$ cat src/sv/whf_pkg.sv
// ----------------------------------------------------------------------------
// whf_pkg: worst-fit hole allocator shared definitions
// Command codes, field widths, reset values and the beat structs that pass
// between the cell chain, the output stage and the top level.
// ----------------------------------------------------------------------------
`default_nettype none

package whf_pkg;

   // default sizing of the hole table
   localparam int unsigned WHF_MAX_HOLES  = 8;
   localparam int unsigned WHF_SIZE_BITS  = 16;

   // fixed widths of the channel fields and the count register
   localparam int unsigned WHF_CMD_BITS   = 2;
   localparam int unsigned WHF_HOLE_BITS  = 3;
   localparam int unsigned WHF_FIELD_BITS = 16;
   localparam int unsigned WHF_COUNT_BITS = 4;

   localparam logic [WHF_COUNT_BITS-1:0] WHF_COUNT_RESET = 4'd8;

   // command codes; the spare code is answered as a refusal
   typedef enum logic [WHF_CMD_BITS-1:0] {
      CMD_LOAD  = 2'd0,
      CMD_ALLOC = 2'd1,
      CMD_READ  = 2'd2
   } cmd_type;

   // control part of the token that walks the cell chain
   typedef struct packed {
      logic                     valid;
      logic [WHF_CMD_BITS-1:0]  command;
      logic [WHF_HOLE_BITS-1:0] hole_index;
      logic                     hit;    // load or read found its entry
      logic                     found;  // allocate saw an entry in use
   } tok_ctl_type;

   // one result beat
   typedef struct packed {
      logic                      ok;
      logic [WHF_HOLE_BITS-1:0]  chosen_hole;
      logic [WHF_FIELD_BITS-1:0] remaining_size;
   } rsp_beat_type;

endpackage

`default_nettype wire

$ cat src/sv/whf_req_if.sv
// ----------------------------------------------------------------------------
// whf_req_if: request channel
// Valid/ready channel carrying one command beat.
// ----------------------------------------------------------------------------
`default_nettype none

interface whf_req_if;
   import whf_pkg::*;

   logic                      valid;
   logic                      ready;
   logic [WHF_CMD_BITS-1:0]   command;
   logic [WHF_HOLE_BITS-1:0]  hole_index;
   logic [WHF_FIELD_BITS-1:0] size_value;

   modport source (output valid, output command, output hole_index,
                   output size_value, input ready);
   modport sink   (input valid, input command, input hole_index,
                   input size_value, output ready);
endinterface

`default_nettype wire

$ cat src/sv/whf_rsp_if.sv
// ----------------------------------------------------------------------------
// whf_rsp_if: response channel
// Valid/ready channel carrying one result beat.
// ----------------------------------------------------------------------------
`default_nettype none

interface whf_rsp_if;
   import whf_pkg::*;

   logic                      valid;
   logic                      ready;
   logic                      ok;
   logic [WHF_HOLE_BITS-1:0]  chosen_hole;
   logic [WHF_FIELD_BITS-1:0] remaining_size;

   modport source (output valid, output ok, output chosen_hole,
                   output remaining_size, input ready);
   modport sink   (input valid, input ok, input chosen_hole,
                   input remaining_size, output ready);
endinterface

`default_nettype wire

$ cat src/sv/whf_cell.sv
// ----------------------------------------------------------------------------
// whf_cell: one hole table entry
// Holds one hole size and passes the command token on to the next cell,
// applying loads, reads and the running largest-hole compare on the way.
// ----------------------------------------------------------------------------
`default_nettype none

module whf_cell import whf_pkg::*; #(
   parameter int unsigned IDX       = 0,
   parameter int unsigned IDX_W     = 3,
   parameter int unsigned SIZE_BITS = WHF_SIZE_BITS
) (
   input  wire logic                      clock,
   input  wire logic                      reset,
   input  wire logic [WHF_COUNT_BITS-1:0] hole_count,
   // token from the previous cell
   input  wire tok_ctl_type               ctl_in,
   input  wire logic [SIZE_BITS-1:0]      req_size_in,
   input  wire logic [SIZE_BITS-1:0]      best_val_in,
   input  wire logic [IDX_W-1:0]          best_idx_in,
   // token to the next cell
   output tok_ctl_type                    ctl_out,
   output logic [SIZE_BITS-1:0]           req_size_out,
   output logic [SIZE_BITS-1:0]           best_val_out,
   output logic [IDX_W-1:0]               best_idx_out,
   // allocation write-back
   input  wire logic                      wb_en,
   input  wire logic [IDX_W-1:0]          wb_idx,
   input  wire logic [SIZE_BITS-1:0]      wb_val
);

   logic [SIZE_BITS-1:0] hole_ff, hole_in;
   tok_ctl_type          ctl_ff, ctl_in_mod;
   logic [SIZE_BITS-1:0] req_size_ff;
   logic [SIZE_BITS-1:0] best_val_ff, best_val_in_mod;
   logic [IDX_W-1:0]     best_idx_ff, best_idx_in_mod;
   logic                 in_use;
   logic                 match;

   // entry in use and addressed by the token
   assign in_use = 32'(hole_count) > IDX;
   assign match  = in_use && (32'(ctl_in.hole_index) == IDX);

   // hole size update
   always_comb begin
      hole_in = hole_ff;
      if (wb_en && (wb_idx == IDX_W'(IDX))) begin
         hole_in = wb_val;
      end else if (ctl_in.valid && (ctl_in.command == CMD_LOAD) && match) begin
         hole_in = req_size_in;
      end
   end

   // token update
   always_comb begin
      ctl_in_mod      = ctl_in;
      best_val_in_mod = best_val_in;
      best_idx_in_mod = best_idx_in;
      unique case (ctl_in.command)
         CMD_LOAD: begin
            if (match) begin
               ctl_in_mod.hit  = 1'b1;
               best_val_in_mod = req_size_in;
            end
         end
         CMD_READ: begin
            if (match) begin
               ctl_in_mod.hit  = 1'b1;
               best_val_in_mod = hole_ff;
            end
         end
         CMD_ALLOC: begin
            // strict compare keeps the lowest index on ties
            if (in_use && (!ctl_in.found || (hole_ff > best_val_in))) begin
               ctl_in_mod.found = 1'b1;
               best_val_in_mod  = hole_ff;
               best_idx_in_mod  = IDX_W'(IDX);
            end
         end
         default: begin
         end
      endcase
   end

   // control registers
   always_ff @(posedge clock) begin
      if (reset) begin
         hole_ff      <= '0;
         ctl_ff.valid <= 1'b0;
      end else begin
         hole_ff <= hole_in;
         ctl_ff  <= ctl_in_mod;
      end
   end

   // token payload
   always_ff @(posedge clock) begin
      req_size_ff <= req_size_in;
      best_val_ff <= best_val_in_mod;
      best_idx_ff <= best_idx_in_mod;
   end

   assign ctl_out      = ctl_ff;
   assign req_size_out = req_size_ff;
   assign best_val_out = best_val_ff;
   assign best_idx_out = best_idx_ff;

endmodule

`default_nettype wire

$ cat src/sv/whf_out_stage.sv
// ----------------------------------------------------------------------------
// whf_out_stage: result register with skid
// Holds finished result beats for the response channel; a second slot takes
// a beat that arrives while the first still waits.
// ----------------------------------------------------------------------------
`default_nettype none

module whf_out_stage import whf_pkg::*; (
   input  wire logic         clock,
   input  wire logic         reset,
   input  wire logic         in_valid,
   input  wire rsp_beat_type in_beat,
   output logic              skid_full,
   whf_rsp_if.source         rsp_bus
);

   logic         out_valid_ff, out_valid_in;
   logic         skid_valid_ff, skid_valid_in;
   rsp_beat_type out_ff, out_in;
   rsp_beat_type skid_ff, skid_in;
   logic         take;

   assign take = out_valid_ff && rsp_bus.ready;

   // slot steering
   always_comb begin
      out_valid_in  = out_valid_ff;
      skid_valid_in = skid_valid_ff;
      out_in        = out_ff;
      skid_in       = skid_ff;
      if (in_valid) begin
         if (!out_valid_ff || take) begin
            out_in       = in_beat;
            out_valid_in = 1'b1;
         end else begin
            skid_in       = in_beat;
            skid_valid_in = 1'b1;
         end
      end else if (take) begin
         if (skid_valid_ff) begin
            out_in        = skid_ff;
            skid_valid_in = 1'b0;
         end else begin
            out_valid_in = 1'b0;
         end
      end
   end

   always_ff @(posedge clock) begin
      if (reset) begin
         out_valid_ff  <= 1'b0;
         skid_valid_ff <= 1'b0;
      end else begin
         out_valid_ff  <= out_valid_in;
         skid_valid_ff <= skid_valid_in;
      end
   end

   always_ff @(posedge clock) begin
      out_ff  <= out_in;
      skid_ff <= skid_in;
   end

   assign skid_full              = skid_valid_ff;
   assign rsp_bus.valid          = out_valid_ff;
   assign rsp_bus.ok             = out_ff.ok;
   assign rsp_bus.chosen_hole    = out_ff.chosen_hole;
   assign rsp_bus.remaining_size = out_ff.remaining_size;

endmodule

`default_nettype wire

$ cat src/sv/worst_fit_hole_allocator_top.sv
// The request token is registered in each hole cell in turn, then the result beat in
// the output stage. One command at a time: the token walks the chain of hole cells
// one cell per cycle and the chosen hole is written back as it leaves the chain.
// Reset: synchronous; all hole sizes clear to zero at once, hole_count to 8,
// no clearing pass.
// ----------------------------------------------------------------------------
// worst_fit_hole_allocator_top: worst-fit hole allocator
// Chain of hole cells; each command walks the chain as a token, the largest
// hole is written back on a granted allocate.
// ----------------------------------------------------------------------------
`default_nettype none

module worst_fit_hole_allocator_top import whf_pkg::*; #(
   parameter int unsigned MAX_HOLES = WHF_MAX_HOLES,
   parameter int unsigned SIZE_BITS = WHF_SIZE_BITS
) (
   input  wire logic                      clock,
   input  wire logic                      reset,
   input  wire logic                      csr_wr_en,
   input  wire logic [WHF_COUNT_BITS-1:0] csr_wr_data,
   whf_req_if.sink                        req_bus,
   whf_rsp_if.source                      rsp_bus
);

   localparam int unsigned IDX_W = (MAX_HOLES > 1) ? $clog2(MAX_HOLES) : 1;

   logic [WHF_COUNT_BITS-1:0] hole_count_ff;
   logic                      busy_ff, busy_in;
   logic                      req_fire;
   logic                      skid_full;

   tok_ctl_type          ctl_chain      [MAX_HOLES+1];
   logic [SIZE_BITS-1:0] req_size_chain [MAX_HOLES+1];
   logic [SIZE_BITS-1:0] best_val_chain [MAX_HOLES+1];
   logic [IDX_W-1:0]     best_idx_chain [MAX_HOLES+1];
   logic [MAX_HOLES-1:0] tok_valid_vec;

   tok_ctl_type          exit_ctl;
   logic [SIZE_BITS-1:0] exit_size;
   logic [SIZE_BITS-1:0] exit_best;
   logic [IDX_W-1:0]     exit_idx;
   logic                 grant;
   logic                 wb_en;
   logic [SIZE_BITS-1:0] wb_val;
   rsp_beat_type         result;

   // count register
   always_ff @(posedge clock) begin
      if (reset) begin
         hole_count_ff <= WHF_COUNT_RESET;
      end else if (csr_wr_en) begin
         hole_count_ff <= csr_wr_data;
      end
   end

   // one command in the chain at a time
   assign req_bus.ready = !busy_ff && !skid_full;
   assign req_fire      = req_bus.valid && req_bus.ready;

   always_comb begin
      busy_in = busy_ff;
      if (req_fire) begin
         busy_in = 1'b1;
      end else if (exit_ctl.valid) begin
         busy_in = 1'b0;
      end
   end

   always_ff @(posedge clock) begin
      if (reset) begin
         busy_ff <= 1'b0;
      end else begin
         busy_ff <= busy_in;
      end
   end

   // token injected at the head of the chain
   always_comb begin
      ctl_chain[0].valid      = req_fire;
      ctl_chain[0].command    = req_bus.command;
      ctl_chain[0].hole_index = req_bus.hole_index;
      ctl_chain[0].hit        = 1'b0;
      ctl_chain[0].found      = 1'b0;
   end
   assign req_size_chain[0] = SIZE_BITS'(req_bus.size_value);
   assign best_val_chain[0] = '0;
   assign best_idx_chain[0] = '0;

   // chain of hole cells
   for (genvar i = 0; i < MAX_HOLES; i++) begin : g_cell
      whf_cell #(
         .IDX       (i),
         .IDX_W     (IDX_W),
         .SIZE_BITS (SIZE_BITS)
      ) u_cell (
         .clock        (clock),
         .reset        (reset),
         .hole_count   (hole_count_ff),
         .ctl_in       (ctl_chain[i]),
         .req_size_in  (req_size_chain[i]),
         .best_val_in  (best_val_chain[i]),
         .best_idx_in  (best_idx_chain[i]),
         .ctl_out      (ctl_chain[i+1]),
         .req_size_out (req_size_chain[i+1]),
         .best_val_out (best_val_chain[i+1]),
         .best_idx_out (best_idx_chain[i+1]),
         .wb_en        (wb_en),
         .wb_idx       (exit_idx),
         .wb_val       (wb_val)
      );
      assign tok_valid_vec[i] = ctl_chain[i+1].valid;
   end

   assign exit_ctl  = ctl_chain[MAX_HOLES];
   assign exit_size = req_size_chain[MAX_HOLES];
   assign exit_best = best_val_chain[MAX_HOLES];
   assign exit_idx  = best_idx_chain[MAX_HOLES];

   // grant decision and write-back of the chosen hole
   assign grant  = exit_ctl.found && (exit_best >= exit_size);
   assign wb_val = exit_best - exit_size;
   assign wb_en  = exit_ctl.valid && (exit_ctl.command == CMD_ALLOC) && grant;

   // result beat
   always_comb begin
      result = '0;
      unique case (exit_ctl.command)
         CMD_LOAD, CMD_READ: begin
            result.ok          = exit_ctl.hit;
            result.chosen_hole = exit_ctl.hole_index;
            if (exit_ctl.hit) begin
               result.remaining_size = WHF_FIELD_BITS'(exit_best);
            end
         end
         CMD_ALLOC: begin
            if (grant) begin
               result.ok             = 1'b1;
               result.chosen_hole    = WHF_HOLE_BITS'(exit_idx);
               result.remaining_size = WHF_FIELD_BITS'(wb_val);
            end
         end
         default: begin
         end
      endcase
   end

   whf_out_stage u_out_stage (
      .clock     (clock),
      .reset     (reset),
      .in_valid  (exit_ctl.valid),
      .in_beat   (result),
      .skid_full (skid_full),
      .rsp_bus   (rsp_bus)
   );

   // at most one token in the chain
   a_one_token: assert property (@(posedge clock) disable iff (reset)
      $onehot0(tok_valid_vec))
      else $error("more than one token in the cell chain");

   // a token only leaves while a command is outstanding
   a_exit_busy: assert property (@(posedge clock) disable iff (reset)
      exit_ctl.valid |-> busy_ff)
      else $error("token left the chain with no command outstanding");

   // the skid slot is free whenever a result arrives
   a_skid_free: assert property (@(posedge clock) disable iff (reset)
      exit_ctl.valid |-> !skid_full)
      else $error("result arrived with the skid slot full");

   // an accepted beat keeps the block busy on the next cycle
   a_fire_busy: assert property (@(posedge clock) disable iff (reset)
      req_fire |=> busy_ff)
      else $error("block not busy after accepting a beat");

endmodule

`default_nettype wire

$ cat src/flat_wrapper.sv
// flat-port wrapper written by rule: the top's interface ports become plain ports
module worst_fit_hole_allocator_top_flat import whf_pkg::*;
#(
   parameter int unsigned MAX_HOLES = WHF_MAX_HOLES,
   parameter int unsigned SIZE_BITS = WHF_SIZE_BITS
)
  (clock, reset, csr_wr_en, csr_wr_data, req_bus_valid, req_bus_command, req_bus_hole_index, req_bus_size_value, req_bus_ready, rsp_bus_valid, rsp_bus_ok, rsp_bus_chosen_hole, rsp_bus_remaining_size, rsp_bus_ready);
  whf_req_if req_bus_i ();
  whf_rsp_if rsp_bus_i ();
  input  wire logic clock;
  input  wire logic reset;
  input  wire logic csr_wr_en;
  input  wire logic [WHF_COUNT_BITS-1:0] csr_wr_data;
  input wire logic [$bits(req_bus_i.valid)-1:0] req_bus_valid;
  input wire logic [$bits(req_bus_i.command)-1:0] req_bus_command;
  input wire logic [$bits(req_bus_i.hole_index)-1:0] req_bus_hole_index;
  input wire logic [$bits(req_bus_i.size_value)-1:0] req_bus_size_value;
  output wire logic [$bits(req_bus_i.ready)-1:0] req_bus_ready;
  output wire logic [$bits(rsp_bus_i.valid)-1:0] rsp_bus_valid;
  output wire logic [$bits(rsp_bus_i.ok)-1:0] rsp_bus_ok;
  output wire logic [$bits(rsp_bus_i.chosen_hole)-1:0] rsp_bus_chosen_hole;
  output wire logic [$bits(rsp_bus_i.remaining_size)-1:0] rsp_bus_remaining_size;
  input wire logic [$bits(rsp_bus_i.ready)-1:0] rsp_bus_ready;
  assign req_bus_i.valid = req_bus_valid;
  assign req_bus_i.command = req_bus_command;
  assign req_bus_i.hole_index = req_bus_hole_index;
  assign req_bus_i.size_value = req_bus_size_value;
  assign req_bus_ready = req_bus_i.ready;
  assign rsp_bus_valid = rsp_bus_i.valid;
  assign rsp_bus_ok = rsp_bus_i.ok;
  assign rsp_bus_chosen_hole = rsp_bus_i.chosen_hole;
  assign rsp_bus_remaining_size = rsp_bus_i.remaining_size;
  assign rsp_bus_i.ready = rsp_bus_ready;
  worst_fit_hole_allocator_top #(.MAX_HOLES(MAX_HOLES), .SIZE_BITS(SIZE_BITS)) u_core (.clock(clock), .reset(reset), .csr_wr_en(csr_wr_en), .csr_wr_data(csr_wr_data), .req_bus(req_bus_i), .rsp_bus(rsp_bus_i));
endmodule
$ cat config.mk
export PLATFORM = sky130hd
export DESIGN_NAME = worst_fit_hole_allocator_top_flat
export DESIGN_NICKNAME = d
export VERILOG_FILES = /design/src/sv/whf_pkg.sv /design/src/sv/whf_req_if.sv /design/src/sv/whf_rsp_if.sv /design/src/sv/whf_cell.sv /design/src/sv/whf_out_stage.sv /design/src/sv/worst_fit_hole_allocator_top.sv /design/src/flat_wrapper.sv
export SDC_FILE = /design/constraint.sdc
export NUM_CORES = 1
export LEC_CHECK = 0
export ABC_CLOCK_PERIOD_IN_PS = 4000
export BUFFER_PORTS_ARGS = -buffer_cell sky130_fd_sc_hd__clkbuf_2
export CAP_MARGIN = 20
export CORE_MARGIN = 5
export CORE_UTILIZATION = 30
export DETAILED_ROUTE_END_ITERATION = 8
export RECOVER_POWER = 50
export SYNTH_ARGS = -nofsm -noshare
export SYNTH_HDL_FRONTEND = slang
export SYNTH_SLANG_ARGS = --single-unit
export TNS_END_PERCENT = 50
$ cat constraint.sdc
create_clock -name clock -period 4 [get_ports clock]
set_clock_uncertainty 0.2 [all_clocks]
set_input_delay 1 -clock clock [delete_from_list [all_inputs] [get_ports clock]]
set_output_delay 1 -clock clock [all_outputs]
set_load 0.02 [all_outputs]
# Word level (Yosys, flattened, before mapping)
# Cells that the tools add are included.
# word_totals
ff_bits	516
in_bits	30
out_inout_bits	22
wordCells	339
# classes
reduce_logical	98
eq_ne	35
mux	107
addsub	1
n_lt_le_gt_ge	16
n_bitwise	1
# ops
cell	count
$mux W16	41
$pmux W16 S3	8
$gt A16 B16 Y1	7
$mux W20	5
$logic_and A1 B1 Y1	45
$mux W1	40
$pmux W20 S2	1
$mux W3	12
$eq A3 B3 Y1 const B	8
$reduce_bool A2 Y1	11
$eq A2 B1 Y1 const B	9
$eq A2 B2 Y1 const B	9
$logic_not A2 Y1	9
$reduce_or A2 Y1	9
$ge A16 B16 Y1	1
$gt A4 B3 Y1 const B	4
$sub A16 B16 Y16	1
$eq A3 B2 Y1 const B	4
$logic_not A1 Y1	10
$gt A4 B1 Y1 const B	2
$gt A4 B2 Y1 const B	2
$logic_or A1 B1 Y1	8
$eq A3 B1 Y1 const B	2
$logic_not A3 Y1	2
5 further kinds	8

# Longest topological paths before layout
# Gate-level depths: netlist (run 1).
# logic_depth
word_depth	7
ltp_mapped	12
ltp_nobuf	10

# Cells and area by module
# Synthesis (run 1) repeated with hierarchy kept, for this count alone.
# unflattened
cells_unflattened	3116
area_unflattened_um2	28776.3
# modules_own_cells
mod	cells_each	area_each_um2	n_inst	seq_area_each_um2
whf_cell (u_core.g_cell[7].u_cell)	431	3729.8	1	1251.2
whf_cell (u_core.g_cell[5].u_cell)	387	3342.0	1	1251.2
whf_cell (u_core.g_cell[0].u_cell)	359	3168.0	1	1251.2
whf_cell (u_core.g_cell[1].u_cell)	358	3168.0	1	1251.2
whf_cell (u_core.g_cell[2].u_cell)	344	3128.0	1	1251.2
whf_cell (u_core.g_cell[6].u_cell)	340	3123.0	1	1251.2
whf_cell (u_core.g_cell[3].u_cell)	304	3030.4	1	1251.2
whf_cell (u_core.g_cell[4].u_cell)	317	3021.6	1	1251.2
whf_out_stage	76	1622.8	1	1241.2
worst_fit_hole_allocator_top	200	1442.6	1	100.1

# Worst setup path after synthesis (run 1)
# No wires, ideal clock.
# synth_timing
path_kind	input to register
startpoint	input port reset
endpoint	register u_core.g_cell[6].u_cell.hole_ff[14]
path_buffers	2
setup_slack_ps	876
cell_stages	5
arrival_time_ps	2849
path_cell_list	clkbuf_1 -> clkbuf_1 -> inv_1 -> o21ai_0 -> a21oi_1
# synth_rtl
element	line_no	rtl
start, declared	flat_wrapper.sv:11	input wire logic reset;
end signal, assigned	whf_cell.sv:91	hole_ff <= hole_in;
end, declared	whf_cell.sv:32	logic [SIZE_BITS-1:0] hole_ff, hole_in;

# Worst setup path after layout (run 1)
# layout_timing
startpoint	input port reset
endpoint	register u_core.g_cell[6].u_cell.hole_ff[3]
# No word-level cell between the ends.

==> results of run 1 <==
[per-layer routing]
metal,vias to the layer above,global-route usage [%]
li1,9351,-
met1,9457,23.2
met2,595,26.7
met3,126,2.22
met4,0,5.19
met5,-,0
[area by class of cell]
cell class / count / area, um^2
multi-input cells: 1667 / 12100
clock buffers: 68 / 1480
well taps: 1060 / 1330
inverters: 154 / 578
clock inverters: 27 / 324
flip-flops and latches: 512 / 11200
repair buffers: 138 / 816
fillers: 8059 / 53000
[cells by family (layout without fill, tap and decap cells)]
family          Yosys count  count (layout)  synth area share (%)
simple gates            653             653                  13.5
flops                   512             512                  45.7
fa+ha+maj               129             129                  6.61
compound gates          702             702                  21.3
mux                     174             174                  7.26
buf+inv                 319             387                  5.28
xor+xnor                  9               9                 0.352
[Yosys cell counts, types with 32 or more instances]
master,count
a211oi_1,164
a21o_1,52
a21oi_1,122
a221o_1,35
buf_2,32
clkbuf_1,114
dfxtp_1,416
edfxtp_1,96
ha_1,128
inv_1,153
mux2i_1,143
nand2_1,99
nand3_1,63
nor2_1,186
nor2b_1,77
nor3_1,98
o21ai_0,47
[registers in the layout, summed over array words and instances (netlist names)]
| register | flops |
|---|---|
| u_core.u_out_stage.rsp_bus.valid | 1 |
| u_core.g_cell.u_cell.req_size_out | 128 |
| u_core.u_out_stage.rsp_bus.remaining_size | 16 |
| u_core.g_cell.u_cell.best_idx_out | 17 |
| u_core.u_out_stage.skid_ff | 20 |
| u_core.u_out_stage.rsp_bus.chosen_hole | 3 |
| u_core.hole_count_ff | 4 |
| u_core.g_cell.u_cell.best_val_out | 128 |
| u_core.u_out_stage.skid_full | 1 |
| u_core.g_cell.u_cell.ctl_out | 64 |
| u_core.busy_ff | 1 |
| u_core.u_out_stage.rsp_bus.ok | 1 |
| u_core.g_cell.u_cell.hole_ff | 128 |
[final timing paths]
check,start,end,depth (start not counted)
worst max-delay path,reset,u_core.g_cell[6].u_cell.hole_ff[3]$_SDFFE_PP0P_,3
worst min-delay path,u_core.g_cell[5].u_cell.req_size_out[3]$_DFF_P_,u_core.g_cell[6].u_cell.req_size_out[3]$_DFF_P_,0
worst max register to register,u_core.g_cell[7].u_cell.best_val_out[0]$_DFF_P_,u_core.g_cell[1].u_cell.hole_ff[7]$_SDFFE_PP0P_,12
worst min register to register,u_core.g_cell[5].u_cell.req_size_out[3]$_DFF_P_,u_core.g_cell[6].u_cell.req_size_out[3]$_DFF_P_,0
[layout by cell type, fill, tap and decap left out, types with 35 or more instances in the layout]
cell / count
a21o_1: 52
nor2_1: 185
nor2b_1: 77
a21oi_1: 122
mux2i_1: 143
clkbuf_16: 53
clkbuf_1: 59
o21ai_0: 47
a211oi_1: 164
buf_4: 71
ha_1: 128
nand3_1: 63
nand2_1: 99
nor3_1: 98
edfxtp_1: 96
inv_1: 153
dfxtp_1: 416
a221o_1: 35
[worst max-delay path, stage by stage]
cell	delay, ns
buf_4	0.10
buf_2	2.25
a211oi_1	0.10
[report_power, final]
part / internal, mW / leakage, nW / switching, mW
Combinational: 0.858 / 5.25 / 1.68
Sequential: 5.58 / 4.34 / 0.325
Clock: 3.00 / 0.888 / 2.15
Total: 9.45 / 10.5 / 4.16
[through the flow]
step	hold slack [ns]	cell area [um^2]	power (mW)	setup slack, ns	std cells
2_1_floorplan	0.138	24500	7.35	0.876	2498
6_report	0.163	27800	13.6	0.473	3626
5_1_grt	0.169	27800	14.1	0.295	3626
4_1_cts	0.164	27900	13.7	0.678	3626
3_3_place_gp	0.157	26100	8.52	0.724	3530
3_5_place_dp	0.157	26100	8.53	0.632	3531
==> impl_metrics.ini, run 1 <==
[routing]
wl_met1_um = 34000
vias_per_cell = 5.39
first_pass_iters = 5
drtIter0Drc = 1556
wire_per_inst_um = 20.5
vias = 19500
ant_nets = 0
routed.top_layer = met4
route.met3.wl_um = 4320
route.detailed.drc = 0
route.final.wire_length_um = 74500
wl_met2_um = 33800

[sta]
hold_viol = 0
slew_headroom_pct = -119
setup_tns_ns = 0
setup_violations = 0
tightest_slew_ns = 3.29
drv_slew = 341
min_period_over_period_pct = 88.2
layout_min_cycle_time_ns = 3.53
max_freq_mhz = 284
rsz0062_at_grt = false

[global_routing]
grt_max_degree = 142
grt_pass1_vias = 18300
grt_pass1_wl_um = 114000
grt_usage_pct = 16.6
overflow = 0
antenna_found_initial = 1

[power]
powerDensity_nw_per_um2 = 489
leakagePower_nw = 10.5
vdd_ir_drop_max_mv = 0.303

[cells_and_area]
drive_above_1_share_pct = 9.78
antennaDiodeCount = 0
syn2layout_area_growth_pct = 13.3
fin_util_pct = 34.4
fin_nets = 2683

[synth]
yosys.area.top_type = dfxtp_1
syn_avg_cell_area_um2 = 9.82
async_flop_share_pct = 0
ys_seq_area_share_pct = 45.7
yosys.area.top_type_share_pct = 34.0
ys_ff_latch = 512
synth_area_leaders = dfxtp_1, edfxtp_1, ha_1, mux2i_1, a211oi_1
synth_edf_count = 96
syn_area_um2 = 24500
ys_warn_count = 0
synth_cell_types = 92
synth_ff_type = dfxtp_1
synth_nets = 2657
synth_cells = 2498

[worst_setup_path]
critical_path_class = primary input to flip-flop
startpoint_type = primary input
reg2reg_slack_ns = 0.55
worstPathRequired_ns = 4.12
end_kind = flip-flop
critPathArrivalTime_ns = 3.65
crit_fanout = 141

[clocking]
cts_made_buffers = 51
cts_htree_levels = 2
cts_tree = built
clk_latency_ns = 0.62
postCtsSetupRepairBufs = 0
clockRootBuffer = clkbuf_16
cts_buffer_depth = 3
path_clk_slew_ns = 0.06
ctsResizeCount = 0
cts.sinks = 512
cts_hold_buf = 0

[die]
die_area_um2 = 87600
die_x_um = 296
coreArea_um2 = 80800
initial_core_util_pct = 30.4
ioPinCount = 52
fp.dieH_um = 296
rows = 104

[status]
status = complete, but fails checks
violations = capacitance limit, slew limit

[placement]
portBuffers = 51
dpl.hpwl_um = 52400
gp_congestion = 0.900

[min_path]
hold_path.class = flip-flop to flip-flop

[job]
drv_cap = 6
No activity file was read; power rests on OpenSTA's default activity.
==> run 2, diff against run 1 <==
--- a/config.mk
+++ b/config.mk
@@ -14,5 +14,6 @@
 export RECOVER_POWER = 50
 export SYNTH_ARGS = -nofsm -noshare
 export SYNTH_HDL_FRONTEND = slang
+export SYNTH_HIERARCHICAL = 1
 export SYNTH_SLANG_ARGS = --single-unit
 export TNS_END_PERCENT = 50
==> impl_metrics.ini, run 2 <==
[global_routing]
overflow = 0
grt_usage_pct = 17.4
grt_pass1_wl_um = 142000
grt_max_degree = 53
grt_pass1_vias = 23000
antenna_found_initial = 3

[sta]
fin_hold_ws_ns = 0.159
min_period_over_period_pct = 91.6
drv_slew = 166
setup_violations = 0
worst_slack_ns = 0.335
setup_tns_ns = 0
tightest_slew_ns = 2.49
slew_headroom_pct = -66.2
hold_viol = 0
layout_min_cycle_time_ns = 3.66
max_freq_mhz = 273
rsz0062_at_grt = false

[routing]
route.final.wire_length_um = 93800
wire_per_inst_um = 20.9
ant_nets = 0
drtIter0Drc = 2496
first_pass_iters = 6
vias = 24900
route.detailed.drc = 0
vias_per_cell = 5.56

[worst_setup_path]
reg2reg_depth = 14
rr_endpoint = u_core/g_cell[5].u_cell/hole_ff[14]$_SDFFE_PP0P_
crit_fanout = 16
reg2reg_slack_ns = 0.34
cp-startpoint = u_core/g_cell[7].u_cell/best_val_out[0]$_DFF_P_
startpoint_type = flip-flop
worstPathRequired_ns = 4.20
end_kind = flip-flop
crit_path_cell_trace = inv_1, ha_1, inv_1, fa_1, a21oi_1, o21ai_0, a221o_1, o21ai_0, nor2_1, buf_4, nand4b_1, buf_4, mux2i_1, a211oi_1
critical_path_class = flip-flop to flip-flop
reg2reg_from = u_core/g_cell[7].u_cell/best_val_out[0]$_DFF_P_
crit_end = u_core/g_cell[5].u_cell/hole_ff[14]$_SDFFE_PP0P_
critPathArrivalTime_ns = 3.87
cp_slowest_cell = fa_1
max_stage_delay_ns = 0.43

[synth]
synth_area_leaders = dfxtp_1, edfxtp_1, ha_1, mux2i_1, a21oi_1
synth_cells = 3116
syn_area_um2 = 28800
syn_avg_cell_area_um2 = 9.24
ys_warn_count = 6
ys_ff_latch = 519
synth.most_common_cell = dfxtp_1
yosys.area.top_type_share_pct = 29.4
yosys.area.top_type = dfxtp_1
synth_ff_type = dfxtp_1
synth_edf_count = 96
ys_seq_area_share_pct = 39.4
synth_cell_types = 111
async_flop_share_pct = 0
synth_common_cells = dfxtp_1, a21oi_1, nor2_1, inv_1, clkbuf_1

[cells_and_area]
layout_common_cells = dfxtp_1, a21oi_1, nor2_1, inv_1, ha_1
drive_above_1_share_pct = 12.4
fin_nets = 3344
syn2layout_area_growth_pct = 13.3
antennaDiodeCount = 0
layout_commonest_cell = dfxtp_1
final_cell_area_um2 = 32600

[placement]
dpl.hpwl_um = 66100
placed_area_um2 = 30800
portBuffers = 51
dp_slack_ns = 0.103
gp_congestion = 0.879

[clocking]
cts_tree = built
clk_latency_ns = 0.63
cts.sinks = 519
cts_made_buffers = 55
clockRootBuffer = clkbuf_16
cts_htree_levels = 2
path_clk_slew_ns = 0.06
cts_buffer_depth = 3
cts_hold_buf = 0

[power]
powerDensity_nw_per_um2 = 468
p_clk_share_pct = 35.6
leakagePower_nw = 12.6
p_sw_mw = 5.03
p_int_mw = 10.2
switching_share_pct = 32.9
p_comb_share_pct = 23.9
vdd_ir_drop_max_mv = 0.321
seq_power_share_pct = 40.5

[die]
ioPinCount = 52
initial_core_util_pct = 30.2
die_area_um2 = 102000
die_x_um = 320
coreArea_um2 = 95200
rows = 113
fp.dieH_um = 320

[job]
drv_cap = 4

[min_path]
hold_path.class = flip-flop to flip-flop

[status]
violations = capacitance limit, slew limit
status = complete, but fails checks
## run 2: changes by cell type after synthesis, sizes merged, moves of 31 or more
| cell | previous run | this run |
|---|---|---|
| nor3 | 101 | 47 |
| inv | 153 | 218 |
| nand3 | 64 | 116 |
| clkbuf | 115 | 149 |
| and3 | 8 | 51 |
| a21oi | 122 | 269 |
| nor2 | 187 | 244 |
| a2bb2oi | 1 | 32 |
| o41ai | 1 | 33 |
| o21ai | 47 | 89 |
| a31oi | 6 | 69 |
## run 2: repair_timing
item	in CTS	in global routing
hold endpoints to repair	0	0
resized for setup	0	0
setup endpoints to repair	0	16
setup buffers	0	2
## run 2: logic make-up after synthesis
group / count (synthesis) / synth area share, %
simple gates: 884 / 16.6
xor+xnor: 9 / 0.274
flops: 519 / 39.4
buf+inv: 449 / 6.79
other cells: 1 / 0.0130
compound gates: 952 / 24.8
mux: 157 / 5.76
fa+ha+maj: 145 / 6.33
## run 2: worst min-delay path by stage
stage / start / endpoint / slack [ns] / cells after the start
CTS: u_core/g_cell[5].u_cell/req_size_out[8]$_DFF_P_ / u_core/g_cell[6].u_cell/req_size_out[8]$_DFF_P_ / 0.16 / 0
floorplan: u_core/g_cell[1].u_cell/req_size_out[12]$_DFF_P_ / u_core/g_cell[2].u_cell/req_size_out[12]$_DFF_P_ / 0.13 / 0
detailed placement: u_core/g_cell[4].u_cell/req_size_out[13]$_DFF_P_ / u_core/g_cell[5].u_cell/req_size_out[13]$_DFF_P_ / 0.16 / 0
finish: u_core/g_cell[5].u_cell/req_size_out[8]$_DFF_P_ / u_core/g_cell[6].u_cell/req_size_out[8]$_DFF_P_ / 0.16 / 0
global route: u_core/g_cell[5].u_cell/req_size_out[8]$_DFF_P_ / u_core/g_cell[6].u_cell/req_size_out[8]$_DFF_P_ / 0.17 / 0
global placement: u_core/g_cell[2].u_cell/req_size_out[0]$_DFF_P_ / u_core/g_cell[3].u_cell/req_size_out[0]$_DFF_P_ / 0.17 / 0
## run 2: final cells by class
type                       instances  area, um^2
tap                             1265        1580
fill                            9674       62600
timing repair buffer             173        1070
sequential                       519       11400
inverter                         220         826
clock buffer                      76        1610
multi-input combinational       2200       15800
clock inverter                    27         318
## run 2: power by group through the flow
stage | clock network (mW) | registers [mW] | logic [mW]
floorplan | 0 | 6.07 | 2.22
global placement | 0 | 6.30 | 3.56
detailed placement | 0 | 6.30 | 3.58
CTS | 5.53 | 6.19 | 3.60
global route | 5.76 | 6.23 | 3.91
finish | 5.43 | 6.19 | 3.65
## run 2: per-layer routing
layer	global-route usage (%)	share of wire (%)	up-vias
met4	5.45	3.4	2
met3	3.31	7.7	182
met2	27.5	45	1029
met5	0	0.014	-
met1	24.1	44	11900
li1	-	-	11800
## run 2: metrics by stage
stage               cells  utilization (%)  power [mW]
floorplan            3168                -        8.29
global placement     4374             32.4        9.85
CTS                  4478             34.4        15.3
finish               4480             34.3        15.3
global route         4480             34.3        15.9
detailed placement   4375             32.4        9.88
## run 2: critical path, delay by kind of cell (launching register included)
| kind | cells | cell delay, ns |
|---|---|---|
| muxes | 1 | 0.24 |
| AOI/OAI and AO/OA | 5 | 1.09 |
| DFF | 1 | 0.32 |
| buffers and inverters | 4 | 0.65 |
| adders and majority gates | 2 | 0.58 |
| and+or+nand+nor | 2 | 0.33 |
